## src/hw/rtl/sfc_pkg.sv

```systemverilog
// Package for the SPI NOR flash command sequencer: payload structs, codes,
// phase and operation types, and result builder functions.
// No dependencies; imported by the sequencer and its checker.
`default_nettype none

package sfc_pkg;

    localparam int DEF_ADDRESS_BITS = 24;
    localparam int DEF_SECTOR_BYTES = 4096;

    // Page size sets the program chunk split; it must be a power of two.
    localparam int PAGE_BYTES  = 256;
    localparam int PAGE_IDX_W  = $clog2(PAGE_BYTES);
    localparam int PAGE_CNT_W  = PAGE_IDX_W + 1;

    localparam int LEN_W       = 25;
    localparam int SECTOR_W    = 12;
    localparam int BYTE_W      = 8;
    localparam int LINK_ADDR_W = 24;

    localparam logic [LEN_W-1:0]  MAX_LEN    = 25'h100_0000;
    localparam logic [BYTE_W-1:0] FILL_BYTE  = 8'hFF;
    localparam int                BUSY_BIT   = 0;
    localparam int                WEL_BIT    = 1;

    // Input modes.
    localparam logic [2:0] MODE_READ    = 3'd0;
    localparam logic [2:0] MODE_PROGRAM = 3'd1;
    localparam logic [2:0] MODE_ERASE   = 3'd2;
    localparam logic [2:0] MODE_HOST    = 3'd3;
    localparam logic [2:0] MODE_LINK    = 3'd4;

    // Result kinds.
    localparam logic [1:0] KIND_FRAME    = 2'd0;
    localparam logic [1:0] KIND_READ     = 2'd1;
    localparam logic [1:0] KIND_HOST_REQ = 2'd2;
    localparam logic [1:0] KIND_DONE     = 2'd3;

    // Completion status.
    localparam logic [1:0] STATUS_OK       = 2'd0;
    localparam logic [1:0] STATUS_WEL_FAIL = 2'd1;
    localparam logic [1:0] STATUS_ZERO_LEN = 2'd2;

    // Configuration register indexes.
    localparam int CFG_INDEX_W = 3;
    localparam logic [CFG_INDEX_W-1:0] CFG_LINK_CHANNEL = 3'd0;
    localparam logic [CFG_INDEX_W-1:0] CFG_READ_OP      = 3'd1;
    localparam logic [CFG_INDEX_W-1:0] CFG_PROGRAM_OP   = 3'd2;
    localparam logic [CFG_INDEX_W-1:0] CFG_ERASE_OP     = 3'd3;
    localparam logic [CFG_INDEX_W-1:0] CFG_WREN_OP      = 3'd4;
    localparam logic [CFG_INDEX_W-1:0] CFG_STATUS_OP    = 3'd5;

    typedef enum logic [1:0] {
        OP_READ    = 2'd0,
        OP_PROGRAM = 2'd1,
        OP_ERASE   = 2'd2
    } op_t;

    typedef enum logic [3:0] {
        PH_IDLE      = 4'd0,
        PH_POLL_CMD  = 4'd1,
        PH_POLL_DATA = 4'd2,
        PH_WREN      = 4'd3,
        PH_WEL_CMD   = 4'd4,
        PH_WEL_DATA  = 4'd5,
        PH_OPCODE    = 4'd6,
        PH_ADDR      = 4'd7,
        PH_DUMMY     = 4'd8,
        PH_RDATA     = 4'd9,
        PH_HOST      = 4'd10,
        PH_WDATA     = 4'd11
    } phase_t;

    typedef struct packed {
        logic [2:0]          mode;
        logic [23:0]         address;
        logic [LEN_W-1:0]    length;
        logic [SECTOR_W-1:0] first_sector;
        logic [SECTOR_W-1:0] final_sector;
        logic [BYTE_W-1:0]   host_byte;
        logic [BYTE_W-1:0]   link_byte;
    } request_t;

    typedef struct packed {
        logic [1:0]        kind;
        logic [BYTE_W-1:0] tx_byte;
        logic              end_of_frame;
        logic [1:0]        channel;
        logic [BYTE_W-1:0] read_byte;
        logic [1:0]        status;
        logic              last;
    } result_t;

    function automatic result_t frame_res(input logic [BYTE_W-1:0] tx, input logic eof,
                                          input logic [1:0] ch);
        result_t r;
        r              = '0;
        r.kind         = KIND_FRAME;
        r.tx_byte      = tx;
        r.end_of_frame = eof;
        r.channel      = ch;
        return r;
    endfunction

    function automatic result_t read_res(input logic [BYTE_W-1:0] b);
        result_t r;
        r           = '0;
        r.kind      = KIND_READ;
        r.read_byte = b;
        return r;
    endfunction

    function automatic result_t host_req_res();
        result_t r;
        r      = '0;
        r.kind = KIND_HOST_REQ;
        return r;
    endfunction

    function automatic result_t done_res(input logic [1:0] st);
        result_t r;
        r        = '0;
        r.kind   = KIND_DONE;
        r.status = st;
        return r;
    endfunction

endpackage

`default_nettype wire

```

## src/hw/rtl/spi_nor_flash_command_sequencer.sv

```systemverilog
// SPI NOR flash command sequencer: command phase machine and a four-entry
// result queue. Depends on sfc_pkg.
//
//   channel   | signals                                   | moves
//   ----------+-------------------------------------------+-------------------------------
//   request   | request_valid, request_stall, request     | commands, host and link bytes
//   result    | result_valid, result_stall, result        | frames, read data, requests, done
//   config    | cfg_write_enable, cfg_index, cfg_data     | register writes, no wait
//
// A request's phase update and its one or two results are written into the result queue
// at the edge that takes it, so requests may follow back to back while request_stall is low.
// A read data byte causes two results, which leave the queue one at a time.
// request_stall rises when the queue has fewer than two free entries.
// rst_n clears phase, counters, queue and the registers to their defaults at once.
`default_nettype none

module spi_nor_flash_command_sequencer
    import sfc_pkg::*;
#(
    parameter int ADDRESS_BITS = DEF_ADDRESS_BITS,
    parameter int SECTOR_BYTES = DEF_SECTOR_BYTES
) (
    input  wire logic                   clk,
    input  wire logic                   rst_n,
    input  wire logic                   request_valid,
    output logic                        request_stall,
    input  wire request_t               request,
    output logic                        result_valid,
    input  wire logic                   result_stall,
    output result_t                     result,
    input  wire logic                   cfg_write_enable,
    input  wire logic [CFG_INDEX_W-1:0] cfg_index,
    input  wire logic [BYTE_W-1:0]      cfg_data
);

    localparam int AW       = ADDRESS_BITS;
    localparam int PROD_W   = SECTOR_W + $clog2(SECTOR_BYTES + 1);
    localparam int QUEUE_DEPTH = 4;
    localparam int QPTR_W   = $clog2(QUEUE_DEPTH);
    localparam int QCNT_W   = QPTR_W + 1;

    // Configuration registers.
    logic [1:0]        link_channel_reg;
    logic [BYTE_W-1:0] read_op_reg, program_op_reg, erase_op_reg, wren_op_reg, status_op_reg;

    // Sequencer state.
    phase_t              phase_reg, phase_next;
    op_t                 operation_reg, operation_next;
    logic [AW-1:0]       cur_addr_reg, cur_addr_next;
    logic [LEN_W-1:0]    bytes_left_reg, bytes_left_next;
    logic [PAGE_CNT_W-1:0] page_left_reg, page_left_next;
    logic [SECTOR_W-1:0] cur_sector_reg, cur_sector_next;
    logic [SECTOR_W-1:0] stop_sector_reg, stop_sector_next;
    logic [1:0]          addr_idx_reg, addr_idx_next;

    // Result queue.
    result_t             queue_reg [QUEUE_DEPTH];
    logic [QPTR_W-1:0]   rd_ptr_reg, wr_ptr_reg;
    logic [QCNT_W-1:0]   count_reg;

    logic                accept, pop;
    logic [1:0]          push_cnt;
    result_t             res0, res1;

    logic [PROD_W-1:0]     erase_base;
    logic [AW-1:0]         op_addr;
    logic [LINK_ADDR_W-1:0] link_addr;
    logic [1:0]            idx_inc;
    logic [BYTE_W-1:0]     addr_byte_next;
    logic [PAGE_CNT_W-1:0] room;
    logic [LEN_W-1:0]      len_clamped;
    logic [LEN_W-1:0]      bytes_dec;
    logic [PAGE_CNT_W-1:0] page_dec;
    logic                  link_mode;

    assign request_stall = count_reg > QCNT_W'(QUEUE_DEPTH - 2);
    assign accept        = request_valid && !request_stall;
    assign result_valid  = count_reg != '0;
    assign result        = queue_reg[rd_ptr_reg];
    assign pop           = result_valid && !result_stall;

    // Address of the command in progress; erase addresses come from the sector index.
    assign erase_base  = PROD_W'(cur_sector_reg) * PROD_W'(SECTOR_BYTES);
    assign op_addr     = (operation_reg == OP_ERASE) ? AW'(erase_base) : cur_addr_reg;
    assign link_addr   = LINK_ADDR_W'(op_addr);
    assign idx_inc     = addr_idx_reg + 2'd1;

    always_comb
    begin
        case (idx_inc)
            2'd1:    addr_byte_next = link_addr[15:8];
            default: addr_byte_next = link_addr[7:0];
        endcase
    end

    assign room      = PAGE_CNT_W'(PAGE_BYTES) - PAGE_CNT_W'(cur_addr_reg[PAGE_IDX_W-1:0]);
    assign len_clamped = (request.length > MAX_LEN) ? MAX_LEN : request.length;
    assign bytes_dec = bytes_left_reg - LEN_W'(1);
    assign page_dec  = page_left_reg - PAGE_CNT_W'(1);
    assign link_mode = request.mode == MODE_LINK;

    always_comb
    begin
        phase_next       = phase_reg;
        operation_next   = operation_reg;
        cur_addr_next    = cur_addr_reg;
        bytes_left_next  = bytes_left_reg;
        page_left_next   = page_left_reg;
        cur_sector_next  = cur_sector_reg;
        stop_sector_next = stop_sector_reg;
        addr_idx_next    = addr_idx_reg;
        push_cnt         = 2'd0;
        res0             = '0;
        res1             = '0;

        if (accept)
        begin
            if (request.mode inside {MODE_READ, MODE_PROGRAM, MODE_ERASE})
            begin
                if (phase_reg == PH_IDLE)
                begin
                    push_cnt = 2'd1;
                    operation_next = op_t'(request.mode[1:0]);
                    if (request.mode == MODE_ERASE)
                    begin
                        cur_sector_next  = request.first_sector;
                        stop_sector_next = request.final_sector;
                        if (request.first_sector > request.final_sector)
                        begin
                            res0 = done_res(STATUS_OK);
                        end
                        else
                        begin
                            res0 = frame_res(status_op_reg, 1'b0, link_channel_reg);
                            phase_next = PH_POLL_CMD;
                        end
                    end
                    else
                    begin
                        cur_addr_next   = request.address[AW-1:0];
                        bytes_left_next = len_clamped;
                        page_left_next  = '0;
                        if (len_clamped == '0)
                        begin
                            res0 = done_res(STATUS_ZERO_LEN);
                        end
                        else
                        begin
                            res0 = frame_res(status_op_reg, 1'b0, link_channel_reg);
                            phase_next = PH_POLL_CMD;
                        end
                    end
                end
            end
            else if (request.mode == MODE_HOST)
            begin
                if (phase_reg == PH_HOST)
                begin
                    push_cnt   = 2'd1;
                    res0       = frame_res(request.host_byte,
                                           page_left_reg == PAGE_CNT_W'(1), link_channel_reg);
                    phase_next = PH_WDATA;
                end
            end
            else if (link_mode)
            begin
                case (phase_reg)
                    PH_POLL_CMD:
                    begin
                        push_cnt   = 2'd1;
                        res0       = frame_res(FILL_BYTE, 1'b1, link_channel_reg);
                        phase_next = PH_POLL_DATA;
                    end
                    PH_POLL_DATA:
                    begin
                        push_cnt = 2'd1;
                        if (request.link_byte[BUSY_BIT])
                        begin
                            res0       = frame_res(status_op_reg, 1'b0, link_channel_reg);
                            phase_next = PH_POLL_CMD;
                        end
                        else if (operation_reg == OP_READ)
                        begin
                            res0       = frame_res(read_op_reg, 1'b0, link_channel_reg);
                            phase_next = PH_OPCODE;
                        end
                        else
                        begin
                            res0       = frame_res(wren_op_reg, 1'b1, link_channel_reg);
                            phase_next = PH_WREN;
                        end
                    end
                    PH_WREN:
                    begin
                        push_cnt   = 2'd1;
                        res0       = frame_res(status_op_reg, 1'b0, link_channel_reg);
                        phase_next = PH_WEL_CMD;
                    end
                    PH_WEL_CMD:
                    begin
                        push_cnt   = 2'd1;
                        res0       = frame_res(FILL_BYTE, 1'b1, link_channel_reg);
                        phase_next = PH_WEL_DATA;
                    end
                    PH_WEL_DATA:
                    begin
                        push_cnt = 2'd1;
                        if (!request.link_byte[WEL_BIT])
                        begin
                            res0       = done_res(STATUS_WEL_FAIL);
                            phase_next = PH_IDLE;
                        end
                        else if (operation_reg == OP_PROGRAM)
                        begin
                            // The chunk ends at the page boundary or at the last byte.
                            page_left_next = (bytes_left_reg < LEN_W'(room))
                                           ? PAGE_CNT_W'(bytes_left_reg) : room;
                            res0       = frame_res(program_op_reg, 1'b0, link_channel_reg);
                            phase_next = PH_OPCODE;
                        end
                        else
                        begin
                            res0       = frame_res(erase_op_reg, 1'b0, link_channel_reg);
                            phase_next = PH_OPCODE;
                        end
                    end
                    PH_OPCODE:
                    begin
                        push_cnt      = 2'd1;
                        addr_idx_next = 2'd0;
                        res0          = frame_res(link_addr[23:16], 1'b0, link_channel_reg);
                        phase_next    = PH_ADDR;
                    end
                    PH_ADDR:
                    begin
                        push_cnt = 2'd1;
                        if (addr_idx_reg < 2'd2)
                        begin
                            addr_idx_next = idx_inc;
                            res0 = frame_res(addr_byte_next,
                                             (operation_reg == OP_ERASE) && (idx_inc == 2'd2),
                                             link_channel_reg);
                        end
                        else if (operation_reg == OP_READ)
                        begin
                            // The dummy byte repeats the low address byte.
                            res0       = frame_res(link_addr[7:0], 1'b0, link_channel_reg);
                            phase_next = PH_DUMMY;
                        end
                        else if (operation_reg == OP_PROGRAM)
                        begin
                            res0       = host_req_res();
                            phase_next = PH_HOST;
                        end
                        else if (cur_sector_reg == stop_sector_reg)
                        begin
                            res0       = done_res(STATUS_OK);
                            phase_next = PH_IDLE;
                        end
                        else
                        begin
                            cur_sector_next = cur_sector_reg + SECTOR_W'(1);
                            res0       = frame_res(status_op_reg, 1'b0, link_channel_reg);
                            phase_next = PH_POLL_CMD;
                        end
                    end
                    PH_DUMMY:
                    begin
                        push_cnt   = 2'd1;
                        res0       = frame_res(FILL_BYTE, bytes_left_reg == LEN_W'(1),
                                               link_channel_reg);
                        phase_next = PH_RDATA;
                    end
                    PH_RDATA:
                    begin
                        push_cnt        = 2'd2;
                        bytes_left_next = bytes_dec;
                        res0            = read_res(request.link_byte);
                        if (bytes_dec == '0)
                        begin
                            res1       = done_res(STATUS_OK);
                            phase_next = PH_IDLE;
                        end
                        else
                        begin
                            res1 = frame_res(FILL_BYTE, bytes_dec == LEN_W'(1),
                                             link_channel_reg);
                        end
                    end
                    PH_WDATA:
                    begin
                        push_cnt        = 2'd1;
                        bytes_left_next = bytes_dec;
                        page_left_next  = page_dec;
                        cur_addr_next   = cur_addr_reg + AW'(1);
                        if (bytes_dec == '0)
                        begin
                            res0       = done_res(STATUS_OK);
                            phase_next = PH_IDLE;
                        end
                        else if (page_dec == '0)
                        begin
                            res0       = frame_res(status_op_reg, 1'b0, link_channel_reg);
                            phase_next = PH_POLL_CMD;
                        end
                        else
                        begin
                            res0       = host_req_res();
                            phase_next = PH_HOST;
                        end
                    end
                    default:
                    begin
                        push_cnt = 2'd0;
                    end
                endcase
            end
        end

        if (push_cnt == 2'd1)
        begin
            res0.last = 1'b1;
        end
        else if (push_cnt == 2'd2)
        begin
            res1.last = 1'b1;
        end
    end

    always_ff @(posedge clk or negedge rst_n)
    begin
        if (!rst_n)
        begin
            phase_reg       <= PH_IDLE;
            operation_reg   <= OP_READ;
            cur_addr_reg    <= '0;
            bytes_left_reg  <= '0;
            page_left_reg   <= '0;
            cur_sector_reg  <= '0;
            stop_sector_reg <= '0;
            addr_idx_reg    <= '0;
        end
        else
        begin
            phase_reg       <= phase_next;
            operation_reg   <= operation_next;
            cur_addr_reg    <= cur_addr_next;
            bytes_left_reg  <= bytes_left_next;
            page_left_reg   <= page_left_next;
            cur_sector_reg  <= cur_sector_next;
            stop_sector_reg <= stop_sector_next;
            addr_idx_reg    <= addr_idx_next;
        end
    end

    always_ff @(posedge clk or negedge rst_n)
    begin
        if (!rst_n)
        begin
            link_channel_reg <= 2'd0;
            read_op_reg      <= 8'd11;
            program_op_reg   <= 8'd2;
            erase_op_reg     <= 8'd32;
            wren_op_reg      <= 8'd6;
            status_op_reg    <= 8'd5;
        end
        else if (cfg_write_enable)
        begin
            case (cfg_index)
                CFG_LINK_CHANNEL: link_channel_reg <= cfg_data[1:0];
                CFG_READ_OP:      read_op_reg      <= cfg_data;
                CFG_PROGRAM_OP:   program_op_reg   <= cfg_data;
                CFG_ERASE_OP:     erase_op_reg     <= cfg_data;
                CFG_WREN_OP:      wren_op_reg      <= cfg_data;
                CFG_STATUS_OP:    status_op_reg    <= cfg_data;
                default:          link_channel_reg <= link_channel_reg;
            endcase
        end
    end

    // Result queue control.
    always_ff @(posedge clk or negedge rst_n)
    begin
        if (!rst_n)
        begin
            rd_ptr_reg <= '0;
            wr_ptr_reg <= '0;
            count_reg  <= '0;
        end
        else
        begin
            rd_ptr_reg <= rd_ptr_reg + QPTR_W'(pop);
            wr_ptr_reg <= wr_ptr_reg + QPTR_W'(push_cnt);
            count_reg  <= count_reg + QCNT_W'(push_cnt) - QCNT_W'(pop);
        end
    end

    always_ff @(posedge clk)
    begin
        if (push_cnt != 2'd0)
        begin
            queue_reg[wr_ptr_reg] <= res0;
        end
        if (push_cnt == 2'd2)
        begin
            queue_reg[wr_ptr_reg + QPTR_W'(1)] <= res1;
        end
    end

endmodule

`default_nettype wire

```

## config.mk

```make
export PLATFORM = sky130hd
export DESIGN_NAME = spi_nor_flash_command_sequencer
export DESIGN_NICKNAME = d
export VERILOG_FILES = /design/src/hw/rtl/sfc_pkg.sv /design/src/hw/rtl/spi_nor_flash_command_sequencer.sv
export SDC_FILE = /design/constraint.sdc
export NUM_CORES = 1
export LEC_CHECK = 0
export BUFFER_PORTS_ARGS = -buffer_cell sky130_fd_sc_hd__buf_2
export CAP_MARGIN = 20
export CORE_MARGIN = 2
export CORE_UTILIZATION = 40
export DETAILED_ROUTE_END_ITERATION = 6
export SYNTH_ARGS = -nofsm -noshare
export SYNTH_HDL_FRONTEND = slang
export SYNTH_SLANG_ARGS = --single-unit
```

## constraint.sdc

```tcl
create_clock -name clk -period 5 [get_ports clk]
set_clock_uncertainty 0.05 [all_clocks]
set_input_delay 1 -clock clk [delete_from_list [all_inputs] [get_ports clk]]
set_output_delay 1 -clock clk [all_outputs]
set_load 0.1 [all_outputs]
```

---- After elaboration in Yosys (flattened, before gate mapping) ----
Memory sizes are Yosys's and may differ from the RTL's.
Cells that the tools add are included.
word-level totals
  flip-flop bits (word level) ............. 139
  bits in latches ......................... 0
  bits in writable memories ............... 96
  ROM bits ................................ 0
  output and inout port bits .............. 26
  logic and storage cells ................. 217
  memories kept ........................... 1
operators by class
  add/subtract/negate cells ............... 11
  multiply operators ...................... 0
  div/mod/pow operators ................... 0
  order comparisons ....................... 5
  equality and inequality tests ........... 46
  shift operators ......................... 0
  mux-type cells .......................... 95
  bitwise logic cells ..................... 2
  reductions and logical operators ........ 40
memory list
  name       words  width  rd ports  clocked after Yosys merged registers in  wr ports  RTL line                               RTL
  queue_reg  4      24     1         0                                        2         spi_nor_flash_command_sequencer.sv:57  result_t queue_reg [QUEUE_DEPTH];
operator list
  cell                   count
  $mux 24                28
  $pmux 24 s9            1
  $mux 25                7
  $mux 12                10
  $mux 22                4
  $mux 9                 8
  $mux 4                 14
  $eq 25x1->1 const B    2
  $logic_not 25->1       2
  $pmux 4 s10            1
  $gt 25x25->1 const B   1
  $lt 25x9->1            1
  $sub 25x1->25 const B  1
  $add 24x1->24 const B  1
  $pmux 9 s2             1
  $reduce_and 6->1       3
  $eq 4x3->1 const B     4
  $eq 4x4->1 const B     4
  $ne 2x2->1 const B     8
  $add 12x1->12 const B  1
  $eq 12x12->1           1
  $eq 3x2->1 const B     4
  $gt 12x12->1           1
  $ne 3x3->1 const B     4
  42 further kinds       87

---- Longest topological paths before layout ----
  depth after elaboration ................. 11
  gate-level depth with buffers ........... 15

---- Worst setup path after synthesis ----
OpenSTA, ideal clock, no wires.
  path type ............................... input-to-reg
  start point ............................. in request[90] in the netlist's numbering
  end point ............................... mem queue_reg[1][0] in the netlist's numbering (enable)
  setup time .............................. 354 ps
  arrival ................................. 3099 ps
  required time ........................... 4596 ps
  setup slack ............................. 1497 ps
  stages on the path ...................... 11
  cell sequence ........................... nor2_1 -> nand2_1 -> nor2_1 -> and2_1 -> clkbuf_1 -> inv_1 -> or3_1 -> clkbuf_1 -> and2_1 -> clkbuf_1 -> inv_1
RTL lines
  what         RTL line                               RTL
  from (decl)  spi_nor_flash_command_sequencer.sv:27  input wire request_t request,
  to (decl)    spi_nor_flash_command_sequencer.sv:57

==> impl_metrics.tcl <==
set metrics [dict create \
    run_status "finished, final reports clean" \
    vias 12417 \
    postRouteAntennaNets 0 \
    crit_type "register to register" \
    fin_tns_setup_ps 0 \
    power.total_mw 8.67 \
    fin_area_mm2 0.0161 \
    multi_input_area_mm2 0.00753 \
    clk_latency_ps 540 \
    clkTransAtPathRegs_ps 60 \
    rsz0062_at_grt "no" \
    reg2reg_depth 11 \
    areaGrowthSynthToFinish_pct 14.4 \
    dp_hpwl_um 32300 \
    clock_path_buffers 3 \
    placed_area_mm2 0.0152 \
    ys_seq_area_share_pct 42.4 \
    fp-row-count 68 \
    dpl.cell_count 2026 \
    end_kind "register" \
    drt_iter0_drc 1117 \
    yosysWarnings 0 \
    slew_headroom_pct 31.1 \
    fin_hold_ws_ps 419 \
    min_from "queue_reg[2][5]" \
    period_share_pct 83.0 \
    avgSynthCellArea_um2 9.36 \
    fin_crit_ps 4150 \
    grt-ovfl-total 0 \
    yosys.area.top_type_share_pct 23.1 \
    synth_top_family_by_area "compound AO/OA/AOI/OAI gates" \
    ys_seq_elements 235 \
    grt_max_degree 94 \
    cts_tree "yes" \
    power_density_mw_per_mm2 538 \
    maxCapViolations 0 \
    largest_reg_flops 96 \
    min_to "queue_reg[2][5]" \
    yosysMostFrequentCell "o21ai_0" \
    routed.top_layer "met4" \
    vias_per_cell 5.96 \
    cts_sinks 235 \
    synth-edff-count 56 \
    crit_arrival_ps 4390 \
    numCtsBuffers 26 \
    final_core_util_pct 46.5 \
    synth-simple-area-share_pct 16.2 \
    critPathMaxFanout 7 \
    drtPass1Iterations 5 \
    grt_pass1_vias 12204 \
    dr_wl_met2_um 20600 \
    cts_setup_buffers 0 \
    r2r_start "bytes_left_reg[1]" \
    grt_usage_pct 24.2 \
    crit_required_ps 5240 \
    ff_latch_area_mm2 0.00597 \
    drive_above_1_share_pct 19.4 \
    nFillCells 3308 \
    port_buffers 133 \
    top_level_ports 134 \
    setup_violations 0 \
    synth-xor-area-share_pct 2.29 \
    cts_hold_buf 0 \
    syn-num-nets 1648 \
    die_w_um 192 \
    worst_pin_slew_ps 1030 \
    cts-resized-gates 0 \
    synth_compound_gate_area_share_pct 21.7 \
    peakVddDrop_mv 0.430 \
    met1Wirelength_um 19600 \
    grt_pass1_wl_um 69200 \
    startpoint_type "register" \
    timing.fmax_ghz 0.241 \
    synthAdderAreaFrac_pct 3.34 \
    rr_endpoint "queue_reg[3][11]" \
    wl_met3_um 2870 \
    totalWireLength_um 44100 \
    ys_types 84 \
    final_hold_viol_count 0 \
    cts_root_buffer "clkbuf_16" \
    ff2ff_setup_slack_ps 850 \
    netlist_area_mm2 0.0141 \
    place_congestion 0.927 \
    drc_errors 0 \
    netlist_top_cells_count "163 x o21ai_0, 130 x dfrtp_1, 115 x nand2_1" \
    antenna_found_initial 4 \
    min_delay_path_depth 1 \
    p_leak_nw 6.57 \
    cts.htree.levels 1 \
    synthCells 1503 \
    die_y_um 192 \
    nets 1745 \
    synth.mux.area_fraction_pct 9.90 \
    stdcell_count 2082 \
    core_region_area_mm2 0.0346 \
    hold_class "register to register" \
    ys_top_cells_by_area "dfrtp_1 23%, edfxtp_1 12%, o21ai_0 5.8%, dfxtp_1 5.7%, a21oi_1 4.0%" \
    die-area_mm2 0.0367 \
    async_flop_share_pct 59.1 \
    final_max_slew_viol_count 0 \
    wl_per_cell_um 21.2 \
    start_util_pct 40.6 \
    place_ws_ps 838 \
    synth.largest_area_cell "dfrtp_1" \
    ys.flop_type "dfrtp_1" \
    setup_ws_ps 849 \
]
==> critical path: stages (launching register included) <==
cell and delay (ps):
dfrtp_1 440, inv_1 170, ha_1 270, or4b_4 530, nor2_1 360, xnor2_1 210
or3b_2 460, nor4_1 390, a31oi_2 230, nor2_1 320, o21ai_0 240, and3_1 230
==> cells by family (layout without fill, tap and decap cells) <==
logic type / after synthesis / in the layout
AOI/OAI and AO/OA: 490 / 490
xor gates and xnor gates: 36 / 36
adders and majority gates: 37 / 37
buffers and inverters: 152 / 269
DFF: 235 / 235
muxes: 103 / 103
other: 0 / 7
and+or+nand+nor: 450 / 450
==> area by class of cell <==
| type | instances | share of cell area [%] |
|---|---|---|
| antenna | 7 | 0.109 |
| clock inverter | 11 | 0.777 |
| timing repair buffer | 164 | 5.74 |
| inverter | 57 | 1.33 |
| multi-input combinational | 1116 | 46.8 |
| tap | 455 | 3.54 |
| clock buffer | 37 | 4.62 |
| sequential | 235 | 37.1 |
==> placed cells by master (no fill, tap or decap), types with 13 or more instances in the layout <==
| cell type | count |
|---|---|
| mux2i_1 | 30 |
| xnor2_1 | 17 |
| a22o_1 | 30 |
| mux4_2 | 24 |
| dfrtp_1 | 130 |
| o21ai_0 | 163 |
| nor2b_1 | 13 |
| o22ai_1 | 42 |
| nor3_1 | 33 |
| a31oi_1 | 24 |
| nand2_1 | 115 |
| nor2_1 | 109 |
| nor4_1 | 25 |
| clkbuf_16 | 27 |
| dfxtp_1 | 40 |
| nand3_1 | 42 |
| ha_1 | 36 |
| o211ai_1 | 14 |
| inv_1 | 57 |
| buf_2 | 132 |
| edfxtp_1 | 56 |
| and3_1 | 22 |
| xor2_1 | 18 |
| buf_4 | 30 |
| mux2_2 | 49 |
| a21oi_1 | 111 |
==> where the power goes <==
part / switching, mW / total [mW] / internal, mW / leakage, nW
registers: 0.654 / 3.05 / 2.39 / 2.60
clock network: 0.788 / 1.97 / 1.18 / 0.427
logic: 2.36 / 3.65 / 1.29 / 3.54
==> per-layer routing <==
layer  vias to the layer above  GRT usage (%)
met1                      6058           33.2
met2                       451           39.7
met5                         -              0
met4                         0           7.04
li1                       5831              -
met3                        77           3.52
==> worst max path at each step <==
| stage | startpoint | end | depth (start not counted) |
|---|---|---|---|
| 2_1_floorplan | request[90] | queue_reg[1][0] | 11 |
| 5_1_grt | bytes_left_reg[1] | queue_reg[3][11] | 11 |
| 3_5_place_dp | request[89] | queue_reg[1][19] | 11 |
| 3_3_place_gp | request[89] | queue_reg[1][16] | 11 |
| 6_report | bytes_left_reg[1] | queue_reg[3][11] | 11 |
| 4_1_cts | bytes_left_reg[1] | queue_reg[1][11] | 11 |
Power figures use the tool's default switching activity.
